`src/design/tbic_pkg.sv`:
```
// ----------------------------------------------------------------------------
// tbic_pkg
// Shared types and constants for the four-tier byte integer codec.
// ----------------------------------------------------------------------------
package tbic_pkg;

    localparam int CFG_INDEX_W = 3;
    localparam int CFG_DATA_W  = 32;

    localparam logic [CFG_INDEX_W-1:0] CFG_VALUE_LIMIT_ONE   = 3'd0;
    localparam logic [CFG_INDEX_W-1:0] CFG_VALUE_LIMIT_TWO   = 3'd1;
    localparam logic [CFG_INDEX_W-1:0] CFG_VALUE_LIMIT_THREE = 3'd2;
    localparam logic [CFG_INDEX_W-1:0] CFG_LEAD_LIMIT_ONE    = 3'd3;
    localparam logic [CFG_INDEX_W-1:0] CFG_LEAD_LIMIT_TWO    = 3'd4;
    localparam logic [CFG_INDEX_W-1:0] CFG_LEAD_LIMIT_THREE  = 3'd5;

    localparam logic [31:0] RST_VALUE_LIMIT_ONE   = 32'd128;
    localparam logic [31:0] RST_VALUE_LIMIT_TWO   = 32'd16512;
    localparam logic [31:0] RST_VALUE_LIMIT_THREE = 32'd2113664;
    localparam logic [7:0]  RST_LEAD_LIMIT_ONE    = 8'd128;
    localparam logic [7:0]  RST_LEAD_LIMIT_TWO    = 8'd192;
    localparam logic [7:0]  RST_LEAD_LIMIT_THREE  = 8'd224;

    localparam logic OP_ENCODE = 1'b0;
    localparam logic OP_DECODE = 1'b1;

    localparam logic [1:0] TIER_ONE   = 2'd0;
    localparam logic [1:0] TIER_TWO   = 2'd1;
    localparam logic [1:0] TIER_THREE = 2'd2;
    localparam logic [1:0] TIER_FOUR  = 2'd3;

    typedef struct packed {
        logic [31:0] value_limit_one;
        logic [31:0] value_limit_two;
        logic [31:0] value_limit_three;
        logic [7:0]  lead_limit_one;
        logic [7:0]  lead_limit_two;
        logic [7:0]  lead_limit_three;
    } t_cfg;

    // One queued job: either a finished decoded value, or an encoded word whose
    // top byte (selected by tier) already carries the lead offset.
    typedef struct packed {
        logic        is_value;
        logic [1:0]  tier;
        logic [31:0] word;
    } t_job;

endpackage

```
`src/design/tbic_front.sv`:
```
// ----------------------------------------------------------------------------
// tbic_front
// Accepts items, picks the tier, runs the decoder state and queues jobs.
// ----------------------------------------------------------------------------
module tbic_front import tbic_pkg::*; (
    input  logic        i_clk,
    input  logic        i_rst_n,
    input  t_cfg        i_cfg,
    input  logic        i_accept,
    input  logic        i_operation,
    input  logic [31:0] i_plain_value,
    input  logic [7:0]  i_code_byte,
    output logic        o_job_valid,
    output t_job        o_job
);

    logic [1:0]  r_pending, n_pending;
    logic [31:0] r_acc, n_acc;
    logic [1:0]  r_tier, n_tier;

    logic [1:0]  enc_tier;
    logic [31:0] enc_base;
    logic [7:0]  enc_lead;
    logic [31:0] enc_rem;
    logic [31:0] enc_word;
    logic [1:0]  lead_tier;
    logic [7:0]  dec_lead;
    logic [31:0] acc_shift;
    logic [31:0] dec_base;
    logic [31:0] dec_value;
    logic [1:0]  pending_dec;

    always_comb begin
        if (i_plain_value < i_cfg.value_limit_one) begin
            enc_tier = TIER_ONE;
        end else if (i_plain_value < i_cfg.value_limit_two) begin
            enc_tier = TIER_TWO;
        end else if (i_plain_value < i_cfg.value_limit_three) begin
            enc_tier = TIER_THREE;
        end else begin
            enc_tier = TIER_FOUR;
        end

        unique case (enc_tier)
            TIER_ONE: begin
                enc_base = 32'd0;
                enc_lead = 8'd0;
            end
            TIER_TWO: begin
                enc_base = i_cfg.value_limit_one;
                enc_lead = i_cfg.lead_limit_one;
            end
            TIER_THREE: begin
                enc_base = i_cfg.value_limit_two;
                enc_lead = i_cfg.lead_limit_two;
            end
            default: begin
                enc_base = i_cfg.value_limit_three;
                enc_lead = i_cfg.lead_limit_three;
            end
        endcase

        enc_rem  = i_plain_value - enc_base;
        enc_word = enc_rem;
        unique case (enc_tier)
            TIER_ONE:   enc_word[7:0]   = enc_rem[7:0] + enc_lead;
            TIER_TWO:   enc_word[15:8]  = enc_rem[15:8] + enc_lead;
            TIER_THREE: enc_word[23:16] = enc_rem[23:16] + enc_lead;
            default:    enc_word[31:24] = enc_rem[31:24] + enc_lead;
        endcase
    end

    always_comb begin
        if (i_code_byte < i_cfg.lead_limit_one) begin
            lead_tier = TIER_ONE;
        end else if (i_code_byte < i_cfg.lead_limit_two) begin
            lead_tier = TIER_TWO;
        end else if (i_code_byte < i_cfg.lead_limit_three) begin
            lead_tier = TIER_THREE;
        end else begin
            lead_tier = TIER_FOUR;
        end

        unique case (lead_tier)
            TIER_ONE:   dec_lead = 8'd0;
            TIER_TWO:   dec_lead = i_cfg.lead_limit_one;
            TIER_THREE: dec_lead = i_cfg.lead_limit_two;
            default:    dec_lead = i_cfg.lead_limit_three;
        endcase

        unique case (r_tier)
            TIER_ONE:   dec_base = 32'd0;
            TIER_TWO:   dec_base = i_cfg.value_limit_one;
            TIER_THREE: dec_base = i_cfg.value_limit_two;
            default:    dec_base = i_cfg.value_limit_three;
        endcase

        acc_shift   = {r_acc[23:0], i_code_byte};
        dec_value   = acc_shift + dec_base;
        pending_dec = r_pending - 2'd1;
    end

    always_comb begin
        n_pending   = r_pending;
        n_acc       = r_acc;
        n_tier      = r_tier;
        o_job_valid = 1'b0;
        o_job       = '{is_value: 1'b0, tier: enc_tier, word: enc_word};

        if (i_accept) begin
            if (i_operation == OP_ENCODE) begin
                o_job_valid = 1'b1;
            end else if (r_pending == 2'd0) begin
                if (lead_tier == TIER_ONE) begin
                    o_job_valid = 1'b1;
                    o_job = '{is_value: 1'b1, tier: TIER_ONE, word: {24'd0, i_code_byte}};
                end else begin
                    n_acc     = {24'd0, i_code_byte - dec_lead};
                    n_tier    = lead_tier;
                    n_pending = lead_tier;
                end
            end else begin
                n_pending = pending_dec;
                if (pending_dec == 2'd0) begin
                    o_job_valid = 1'b1;
                    o_job = '{is_value: 1'b1, tier: TIER_ONE, word: dec_value};
                    n_acc  = 32'd0;
                    n_tier = TIER_ONE;
                end else begin
                    n_acc = acc_shift;
                end
            end
        end
    end

    always_ff @(posedge i_clk) begin
        if (!i_rst_n) begin
            r_pending <= 2'd0;
            r_acc     <= 32'd0;
            r_tier    <= TIER_ONE;
        end else begin
            r_pending <= n_pending;
            r_acc     <= n_acc;
            r_tier    <= n_tier;
        end
    end

endmodule

```
`src/design/tbic_queue.sv`:
```
// ----------------------------------------------------------------------------
// tbic_queue
// Short job queue between the front and the back of the codec.
// ----------------------------------------------------------------------------
module tbic_queue import tbic_pkg::*; #(
    parameter int Depth = 4
) (
    input  logic i_clk,
    input  logic i_rst_n,
    input  logic i_push,
    input  t_job i_job,
    input  logic i_pop,
    output t_job o_head,
    output logic o_empty,
    output logic o_full
);

    localparam int PtrW = (Depth > 1) ? $clog2(Depth) : 1;
    localparam int CntW = $clog2(Depth + 1);

    t_job            r_mem [Depth];
    logic [PtrW-1:0] r_wr_ptr, n_wr_ptr;
    logic [PtrW-1:0] r_rd_ptr, n_rd_ptr;
    logic [CntW-1:0] r_count, n_count;

    assign o_empty = (r_count == CntW'(0));
    assign o_full  = (r_count == CntW'(Depth));
    assign o_head  = r_mem[r_rd_ptr];

    always_comb begin
        n_wr_ptr = r_wr_ptr;
        n_rd_ptr = r_rd_ptr;
        n_count  = r_count;
        if (i_push) begin
            n_wr_ptr = (r_wr_ptr == PtrW'(Depth - 1)) ? '0 : r_wr_ptr + PtrW'(1);
        end
        if (i_pop) begin
            n_rd_ptr = (r_rd_ptr == PtrW'(Depth - 1)) ? '0 : r_rd_ptr + PtrW'(1);
        end
        if (i_push && !i_pop) begin
            n_count = r_count + CntW'(1);
        end else if (!i_push && i_pop) begin
            n_count = r_count - CntW'(1);
        end
    end

    always_ff @(posedge i_clk) begin
        if (!i_rst_n) begin
            r_wr_ptr <= '0;
            r_rd_ptr <= '0;
            r_count  <= '0;
        end else begin
            r_wr_ptr <= n_wr_ptr;
            r_rd_ptr <= n_rd_ptr;
            r_count  <= n_count;
        end
    end

    always_ff @(posedge i_clk) begin
        if (i_push) begin
            r_mem[r_wr_ptr] <= i_job;
        end
    end

endmodule

```
`src/design/tbic_back.sv`:
```
// ----------------------------------------------------------------------------
// tbic_back
// Walks an encoded head job byte by byte into the result register, and moves a decoded value into it whole.
// ----------------------------------------------------------------------------
module tbic_back import tbic_pkg::*; (
    input  logic        i_clk,
    input  logic        i_rst_n,
    input  t_job        i_head,
    input  logic        i_q_empty,
    output logic        o_q_pop,
    input  logic        i_pop,
    output logic        o_empty,
    output logic [7:0]  o_out_byte,
    output logic [31:0] o_out_value,
    output logic        o_is_value,
    output logic        o_last
);

    logic        r_out_valid;
    logic [7:0]  r_out_byte;
    logic [31:0] r_out_value;
    logic        r_is_value;
    logic        r_last;
    logic [1:0]  r_idx, n_idx;

    logic        advance;
    logic        take;
    logic        job_done;
    logic [1:0]  position;
    logic [7:0]  sel_byte;

    assign advance  = !r_out_valid || i_pop;
    assign take     = advance && !i_q_empty;
    assign job_done = i_head.is_value || (r_idx == i_head.tier);
    assign o_q_pop  = take && job_done;
    assign position = i_head.tier - r_idx;

    always_comb begin
        case (position)
            2'd0:    sel_byte = i_head.word[7:0];
            2'd1:    sel_byte = i_head.word[15:8];
            2'd2:    sel_byte = i_head.word[23:16];
            default: sel_byte = i_head.word[31:24];
        endcase

        n_idx = r_idx;
        if (take) begin
            n_idx = job_done ? 2'd0 : r_idx + 2'd1;
        end
    end

    always_ff @(posedge i_clk) begin
        if (!i_rst_n) begin
            r_out_valid <= 1'b0;
            r_idx       <= 2'd0;
        end else begin
            r_idx <= n_idx;
            if (advance) begin
                r_out_valid <= !i_q_empty;
            end
        end
    end

    always_ff @(posedge i_clk) begin
        if (take) begin
            r_is_value  <= i_head.is_value;
            r_last      <= job_done;
            r_out_value <= i_head.is_value ? i_head.word : 32'd0;
            r_out_byte  <= i_head.is_value ? 8'd0 : sel_byte;
        end
    end

    assign o_empty     = !r_out_valid;
    assign o_out_byte  = r_out_byte;
    assign o_out_value = r_out_value;
    assign o_is_value  = r_is_value;
    assign o_last      = r_last;

endmodule

```
`src/design/tiered_byte_integer_codec_core.sv`:
```
// ----------------------------------------------------------------------------
// tiered_byte_integer_codec_core
// Four-tier variable-length byte integer encoder and decoder.
// ----------------------------------------------------------------------------
// An item's first result passes the job queue, then the result register. The
// input takes one item per cycle while the queue is not full; the result
// port moves one result per cycle while popped, so a multi-byte encode holds
// it while the job queue absorbs later items. Synchronous reset empties the
// queue and result register, clears the decoder and restores the limits.
module tiered_byte_integer_codec_core import tbic_pkg::*; #(
    parameter int QueueDepth = 4
) (
    input  logic                   i_clk,
    input  logic                   i_rst_n,
    input  logic                   i_push,
    output logic                   o_full,
    input  logic                   i_operation,
    input  logic [31:0]            i_plain_value,
    input  logic [7:0]             i_code_byte,
    output logic                   o_empty,
    input  logic                   i_pop,
    output logic [7:0]             o_out_byte,
    output logic [31:0]            o_out_value,
    output logic                   o_is_value,
    output logic                   o_last,
    input  logic                   i_cfg_valid,
    output logic                   o_cfg_ready,
    input  logic [CFG_INDEX_W-1:0] i_cfg_index,
    input  logic [CFG_DATA_W-1:0]  i_cfg_data
);

    t_cfg r_cfg;
    logic accept;
    logic job_valid;
    t_job job;
    t_job head;
    logic q_empty;
    logic q_full;
    logic q_pop;

    assign o_cfg_ready = 1'b1;
    assign o_full      = q_full;
    assign accept      = i_push && !q_full;

    always_ff @(posedge i_clk) begin
        if (!i_rst_n) begin
            r_cfg.value_limit_one   <= RST_VALUE_LIMIT_ONE;
            r_cfg.value_limit_two   <= RST_VALUE_LIMIT_TWO;
            r_cfg.value_limit_three <= RST_VALUE_LIMIT_THREE;
            r_cfg.lead_limit_one    <= RST_LEAD_LIMIT_ONE;
            r_cfg.lead_limit_two    <= RST_LEAD_LIMIT_TWO;
            r_cfg.lead_limit_three  <= RST_LEAD_LIMIT_THREE;
        end else if (i_cfg_valid) begin
            case (i_cfg_index)
                CFG_VALUE_LIMIT_ONE:   r_cfg.value_limit_one   <= i_cfg_data;
                CFG_VALUE_LIMIT_TWO:   r_cfg.value_limit_two   <= i_cfg_data;
                CFG_VALUE_LIMIT_THREE: r_cfg.value_limit_three <= i_cfg_data;
                CFG_LEAD_LIMIT_ONE:    r_cfg.lead_limit_one    <= i_cfg_data[7:0];
                CFG_LEAD_LIMIT_TWO:    r_cfg.lead_limit_two    <= i_cfg_data[7:0];
                CFG_LEAD_LIMIT_THREE:  r_cfg.lead_limit_three  <= i_cfg_data[7:0];
                default: ;
            endcase
        end
    end

    tbic_front u_front (
        .i_clk         (i_clk),
        .i_rst_n       (i_rst_n),
        .i_cfg         (r_cfg),
        .i_accept      (accept),
        .i_operation   (i_operation),
        .i_plain_value (i_plain_value),
        .i_code_byte   (i_code_byte),
        .o_job_valid   (job_valid),
        .o_job         (job)
    );

    tbic_queue #(
        .Depth (QueueDepth)
    ) u_queue (
        .i_clk   (i_clk),
        .i_rst_n (i_rst_n),
        .i_push  (job_valid),
        .i_job   (job),
        .i_pop   (q_pop),
        .o_head  (head),
        .o_empty (q_empty),
        .o_full  (q_full)
    );

    tbic_back u_back (
        .i_clk       (i_clk),
        .i_rst_n     (i_rst_n),
        .i_head      (head),
        .i_q_empty   (q_empty),
        .o_q_pop     (q_pop),
        .i_pop       (i_pop),
        .o_empty     (o_empty),
        .o_out_byte  (o_out_byte),
        .o_out_value (o_out_value),
        .o_is_value  (o_is_value),
        .o_last      (o_last)
    );

endmodule

```
`config.mk`:
```
export PLATFORM = sky130hd
export DESIGN_NAME = tiered_byte_integer_codec_core
export DESIGN_NICKNAME = d
export VERILOG_FILES = /design/src/design/tbic_pkg.sv /design/src/design/tbic_front.sv /design/src/design/tbic_queue.sv /design/src/design/tbic_back.sv /design/src/design/tiered_byte_integer_codec_core.sv
export SDC_FILE = /design/constraint.sdc
export NUM_CORES = 1
export LEC_CHECK = 0
export BUFFER_PORTS_ARGS = -buffer_cell sky130_fd_sc_hd__buf_4
export CORE_ASPECT_RATIO = 1.75
export CORE_UTILIZATION = 60
export CTS_BUF_LIST = sky130_fd_sc_hd__clkbuf_4
export DETAILED_ROUTE_END_ITERATION = 16
export GPL_ROUTABILITY_DRIVEN = 0
export GPL_TIMING_DRIVEN = 1
export PLACE_DENSITY = 0.79
export SLEW_MARGIN = 20
export SYNTH_ARGS = -nofsm -noshare
export SYNTH_HDL_FRONTEND = slang
export SYNTH_HIERARCHICAL = 1
export SYNTH_SLANG_ARGS = --single-unit
```
`constraint.sdc`:
```
create_clock -name i_clk -period 10.4 [get_ports i_clk]
set_input_delay 1.04 -clock i_clk [delete_from_list [all_inputs] [get_ports i_clk]]
set_output_delay 1.04 -clock i_clk [all_outputs]
set_load 0.1 [all_outputs]
```
# Word level (Yosys, flattened, before mapping)
# Memories as Yosys holds them, arrays and structs flattened. A register that Yosys moved wholly into a read port is not among the register bits.
# Cells that the tools add are included.
[word_totals] reg_bits=200 ram_bits=140 input_bits=81 out_inout_bits=45 elab_cells=129 n_memories=1
[mem_list] memory="u_queue.r_mem" words=4 width=35 rd=1 rd_ports_with_merged_regs=1 wr=1 line="tbic_queue.sv:21" rtl="t_job r_mem [Depth];"
[classes] n_addsub=14 magnitude_cmp=6 n_eq_ne=18 muxes=41 n_reduce_logical=31
[op_table] cell="32-bit case mux with 3 select lines" count=2
[op_table] cell="35-bit 2-to-1 mux" count=5
[op_table] cell="32-bit < comparator" count=3
[op_table] cell="24-bit 2-to-1 mux" count=3
[op_table] cell="8-bit case mux with 3 select lines" count=3
[op_table] cell="32-bit adder" count=1
[op_table] cell="8-bit adder" count=4
[op_table] cell="8-bit 2-to-1 mux" count=4
[op_table] cell="32-bit subtractor" count=1
[op_table] cell="2-bit 2-to-1 mux" count=13
[op_table] cell="8-bit < comparator" count=3
[op_table] cell="2-bit == test (second input constant)" count=6
[op_table] cell="2-bit logical NOT" count=6
[op_table] cell="2-bit AND reduction" count=6
[op_table] cell="3-bit == test (second input constant)" count=3
[op_table] cell="1-bit 2-to-1 mux" count=9
[op_table] cell="2-bit by 1-bit == test with 1-bit output (second input constant)" count=4
[op_table] cell="8-bit subtractor" count=1
[op_table] cell="2-bit by 1-bit adder with 2-bit output (second input constant)" count=3
[op_table] cell="3-bit by 2-bit == test with 1-bit output (second input constant)" count=2
[op_table] cell="3-bit logical NOT" count=2
[op_table] cell="3-bit 2-to-1 mux" count=2
[op_table] cell="1-bit logical AND" count=5
[op_table] cell="1-bit logical NOT" count=5
[op_table] cell="other kinds (12)" count=14

# Logic depth before layout (Yosys ltp)
[depth] word_depth=13 ltp_mapped=35 depth_no_buf=32

# Cells and area by module
# The synthesis kept the hierarchy.
[by_module_without_submodules] module="tbic_front" instances=1 cells_each=1476 area_each_um2=10712.8 seq_area_each_um2=560.5
[by_module_without_submodules] module="tbic_queue" instances=1 cells_each=227 area_each_um2=5560.3 seq_area_each_um2=4384.2
[by_module_without_submodules] module="tiered_byte_integer_codec_core" instances=1 cells_each=436 area_each_um2=4513.1 seq_area_each_um2=2402.3
[by_module_without_submodules] module="tbic_back" instances=1 cells_each=129 area_each_um2=1939.4 seq_area_each_um2=1321.3

# Worst setup path after synthesis
# OpenSTA, ideal clock, no wires.
[synth_path] path_kind="input port to flip-flop" startpoint="in i_plain_value[19]" endpoint="mem u_queue/r_mem[0][31] (netlist name), data pin" setup_ps=290 arrival_time_ps=7427 required_time_ps=10110 slack_ps=2683 path_stages=34 n_path_buf=4 path_cell_list="ha_1 > nand4_1 > nor2_1 > nand2_1 > o211ai_1 > a21o_1 > clkbuf_1 > buf_2 > buf_1 > mux2i_1 > nand2_1 > o211ai_1 > ha_1 > clkbuf_1 > a211oi_1 > nand2_1 > nor2_1 > a21oi_1 > a2111oi_2 > nor2_1 > a311o_1 > xnor2_1 > inv_1 > ha_1 > a21o_1 > a211oi_1 > nor2_1 > o41ai_1 > xnor2_1 > a211oi_1 > o22ai_1 > xnor2_1 > xnor2_1 > o22ai_1"
[synth_rtl] element="start, declared" line="tiered_byte_integer_codec_core.sv:18" rtl="input logic [31:0] i_plain_value,"
[synth_rtl] element="end, declared" line="tbic_queue.sv:21"

==> results by group <==
Status
  – Status: complete, no violations

Floorplan
  – Core ar.: 0.0374 sq mm
  – Die Y: 259 microns
  – Initial Util: between 60% and 70%
  – Top Ports: ~130
  – FP Rows: 94
  – Die X: between 100 and 150 microns
  – Area of the die: 0.0387 sq mm

Logic synthesis
  – Syn_area_per_cell: 10.0 sq um
  – Synthesized net count: around 2600
  – Synth Warn #: 6
  – Main synth FF type: edfxtp_1
  – EDFF count, synth: 182
  – Post-synthesis compound-gate area fraction: 14.5%
  – Post-synthesis adder-cell area fraction: roughly an eighth
  – Yosys reg bits: 342
  – Post-synthesis mux area share: 13.9%
  – Post-Synth Simple-Gate Area: roughly 12%
  – Synth Area in XOR/XNOR: 3.38%
  – Mapped cell area: 0.0227 sq mm
  – Register area share after synthesis: between 30% and 40%
  – Cell variety after synth: 84
  – Largest family of logic cells by synthesized area: compound AO/OA/AOI/OAI gates
  – Gate count of the mapped netlist: 2268
  – Ys async rst share: 0%

STA
  – Fmax: about 120 MHz
  – RSZ-0062 raised after global routing: false
  – Slew Viols, Final: 0
  – Fin worst setup slack: 2000 ps
  – Worst rel slew slack: 16.2%
  – Actual slew at the worst max-slew pin: 1250 ps
  – Hold WS: between 400 and 500 ps
  – Min Tclk post-route: 8400 ps
  – Final critical-path share of the clock period: 80.8%
  – Setup TNS: 0 ps
  – Hold Vio Cnt, Final: 0
  – Final worst clock skew: roughly 56 ps
  – Setup-failing EPs final: 0

Power
  – Clock power frac: between 20% and 30%
  – PD cells: around 200 mW/mm^2
  – Sw Ratio: 41.3%
  – Power share of the combinational group: 43.5%
  – Lkg Pwr: 10.2 nW
  – Total Power: 4.97 mW
  – Internal power: 2.92 mW
  – Switching power: between 2 and 2.5 mW
  – Register share of total power: 35.7%
  – Maximum vdd drop: 0.148 mV

Placement
  – DP HPWL: 45.4 mm
  – Port bufs: 124
  – Pre-CTS setup slack: 1400 ps
  – Placed Area: 0.0240 sq mm

Detailed routing
  – Via count: 18200
  – Post-route DRC: 0
  – Iteration-0 DRC Markers: between 1000 and 1500
  – DRT Pass-1 Iters: 6
  – Post-route ant nets: 0
  – Aggregate routed wire length: between 50 and 60 mm
  – Wire length per cell: a little over 20 microns
  – DR vias/cell: 6.19

Global route
  – Grt total ovfl: 0
  – Total global routing track utilization: 31.0%
  – Antenna violations before repair: 2
  – Largest net degree at the start of global routing: 109
  – First-pass GRT wire length: 93.0 mm
  – Number of global-route vias before repair: 18300

Worst setup path
  – Worst reg2reg path depth: 32
  – Worst EP arrival: roughly 9000 ps
  – Largest stage delay on the critical path: 620 ps
  – R2R Setup Slk: between 1500 and 2000 ps
  – Reg-to-reg endpoint: u_queue/r_mem[2][31]$_DFFE_PP_
  – R2R Path Start: r_cfg[55]$_SDFFE_PN0P_
  – Critical path class: reg2reg
  – Critical Path Start Type: register
  – Crit path max fanout: 23
  – CP max stage cell: a21o_2
  – Most frequent CP cell: xnor2_1
  – CP endpoint kind: register
  – CP required: 10860 ps
  – CP Launch Point: r_cfg[55]$_SDFFE_PN0P_
  – Worst setup path end: u_queue/r_mem[2][31]$_DFFE_PP_

Clock network
  – Worst skew pair latency: 790 ps
  – Clock buffer depth: 3
  – Root Driver: clkbuf_4
  – # Post-CTS Setup Buffers: 0
  – CTS resizes: 0
  – CTS tree: done
  – H-Tree Depth: 3
  – Clock transition at path regs: 70 ps
  – Cts hold-fix bufs: 0
  – CTS buffer count: 75
  – CTS Sinks: 342

Job
  – Max Cap Violations: 0

Layout
  – Post-route cell area: about 0.025 sq mm
  – Final #Nets: 2703
  – Share of cells above drive strength 1: 13.6%
  – Area growth syn-to-layout: 9.84%

Worst hold path
  – Hold crit path type: reg2reg
[worst min path at each step]
stage | startpoint | to | slack [ps] | cells past startpoint
2_1_floorplan | r_cfg[119]$_SDFFE_PN0P_ | r_cfg[119]$_SDFFE_PN0P_ | 450 | 2
3_3_place_gp | r_cfg[10]$_SDFFE_PN0P_ | r_cfg[10]$_SDFFE_PN0P_ | 460 | 2
3_5_place_dp | r_cfg[2]$_SDFFE_PN0P_ | r_cfg[2]$_SDFFE_PN0P_ | 470 | 2
4_1_cts | i_cfg_data[14] | r_cfg[102]$_SDFFE_PN0P_ | 450 | 3
5_1_grt | r_cfg[12]$_SDFFE_PN0P_ | r_cfg[12]$_SDFFE_PN0P_ | 500 | 2
6_report | r_cfg[2]$_SDFFE_PN0P_ | r_cfg[2]$_SDFFE_PN0P_ | 470 | 2
[registers in the layout, indices dropped and copies added, names as in the netlist, named ones only]
| register | cells |
|---|---|
| u_queue/r_wr_ptr | 2 |
| u_back/o_last | 1 |
| u_back/o_out_byte | 8 |
| u_back/o_is_value | 1 |
| u_queue/r_rd_ptr | 2 |
| u_front/r_acc | 24 |
| u_queue/r_mem | 140 |
| u_back/o_out_value | 32 |
| u_front/r_pending | 2 |
| u_back/r_out_valid | 1 |
| u_back/r_idx | 2 |
| u_queue/r_count | 3 |
| u_front/r_tier | 2 |
| r_cfg | 120 |
[critical path: cells and delay by family, from the launching register on]
kind	cells	cell delay [ps]
AOI/OAI and AO/OA	15	4350
adders and majority gates	3	950
xor gates and xnor gates	4	820
buffers and inverters	3	680
and+or+nand+nor	6	610
DFF	1	420
muxes	1	240
[power by group through the flow]
stage	sequential, mW	clock (mW)	combinational [mW]
final	1.78	1.03	2.16
after global routing	1.79	1.11	2.29
after detailed placement	1.81	0	2.15
after global placement	1.79	0	2.08
after floorplan	2.41	0	1.06
after CTS	1.78	1.06	2.15
[cell families (layout without fill, tap and decap cells)]
logic type               Yosys count  in the layout
AND/OR/NAND/NOR                  596            596
adder cells (fa/ha/maj)          226            226
flip-flops                       342            342
XOR/XNOR                          86             86
other                              1              4
buffers and inverters            255            442
multiplexers                     265            265
AO/OA/AOI/OAI                    497            497
[cell usage in the layout, fill, tap and decap left out, types with 6 or more instances in the layout]
cell	n
fa_1	8
a21oi_1	108
edfxtp_1	182
xnor2_1	56
o21ai_0	91
o21ai_1	9
o22ai_1	22
ha_1	218
nand4_1	16
a211o_1	11
a22oi_1	14
buf_4	155
nor2b_1	58
nor3_1	24
nand3_1	29
inv_1	150
mux4_2	33
nand2_1	261
nor2_1	100
clkinv_1	17
nor3b_1	9
a21o_1	62
o21bai_1	8
clkbuf_4	112
xor2_1	28
a21boi_0	11
a211oi_1	42
o21a_1	17
a21boi_1	7
and2_1	46
mux2i_1	224
nand2b_1	17
dfxtp_1	158
a221oi_1	10
or3_1	6
o211ai_1	35
[cells in the mapped netlist (all sizes together) (6+ instances only)]
master  count  area share, %
buf        40            1.3
nor2b      60            1.7
a21boi     18           0.59
a21o       63            2.1
or3         6           0.17
ha        218             12
nand4      16           0.44
o21a       17           0.56
nand3      29           0.64
mux4       38            3.8
o22ai      22           0.61
a22oi      14           0.46
and2       46            1.3
mux2i     224            9.9
edfxtp    182             24
nor3       25           0.57
nor3b       9           0.30
a221oi     10           0.39
o21bai      8           0.26
nand2b     17           0.47
xnor2      57            2.2
o211ai     35            1.2
xor2       29            1.2
inv       150            2.5
fa          8           0.70
a211oi     42            1.4
nand2     261            4.3
a211o      11           0.42
a21oi     108            2.4
o21ai     100            2.2
nor2      100            1.7
dfxtp     160             14
clkbuf     65            1.1
[layer usage]
metal	vias up	GRT usage, %	share of wire, %
li1	8565	-	-
met3	225	4.22	4.7
met4	0	22.2	7.1
met5	-	0	0
met1	8665	33.1	37
met2	724	55.5	51
[area by class of cell]
type                    instances  area (sq um)
inverters                     150           563
diodes                          3          7.51
clock inverters                24           126
multi-input cells            1671         13000
repair buffers                156          1170
flip-flops and latches        342          8670
fillers                      3014         12400
well taps                     480           601
clock buffers                 112           841
[through the flow]
stage | util (%) | instances
final | 66.7 | 2938
after global routing | 66.7 | 2938
after global placement | 64.1 | 2798
after CTS | 66.7 | 2934
after detailed placement | 64.1 | 2798
after floorplan | - | 2268
Note: power is estimated with default switching activity, not from simulation.
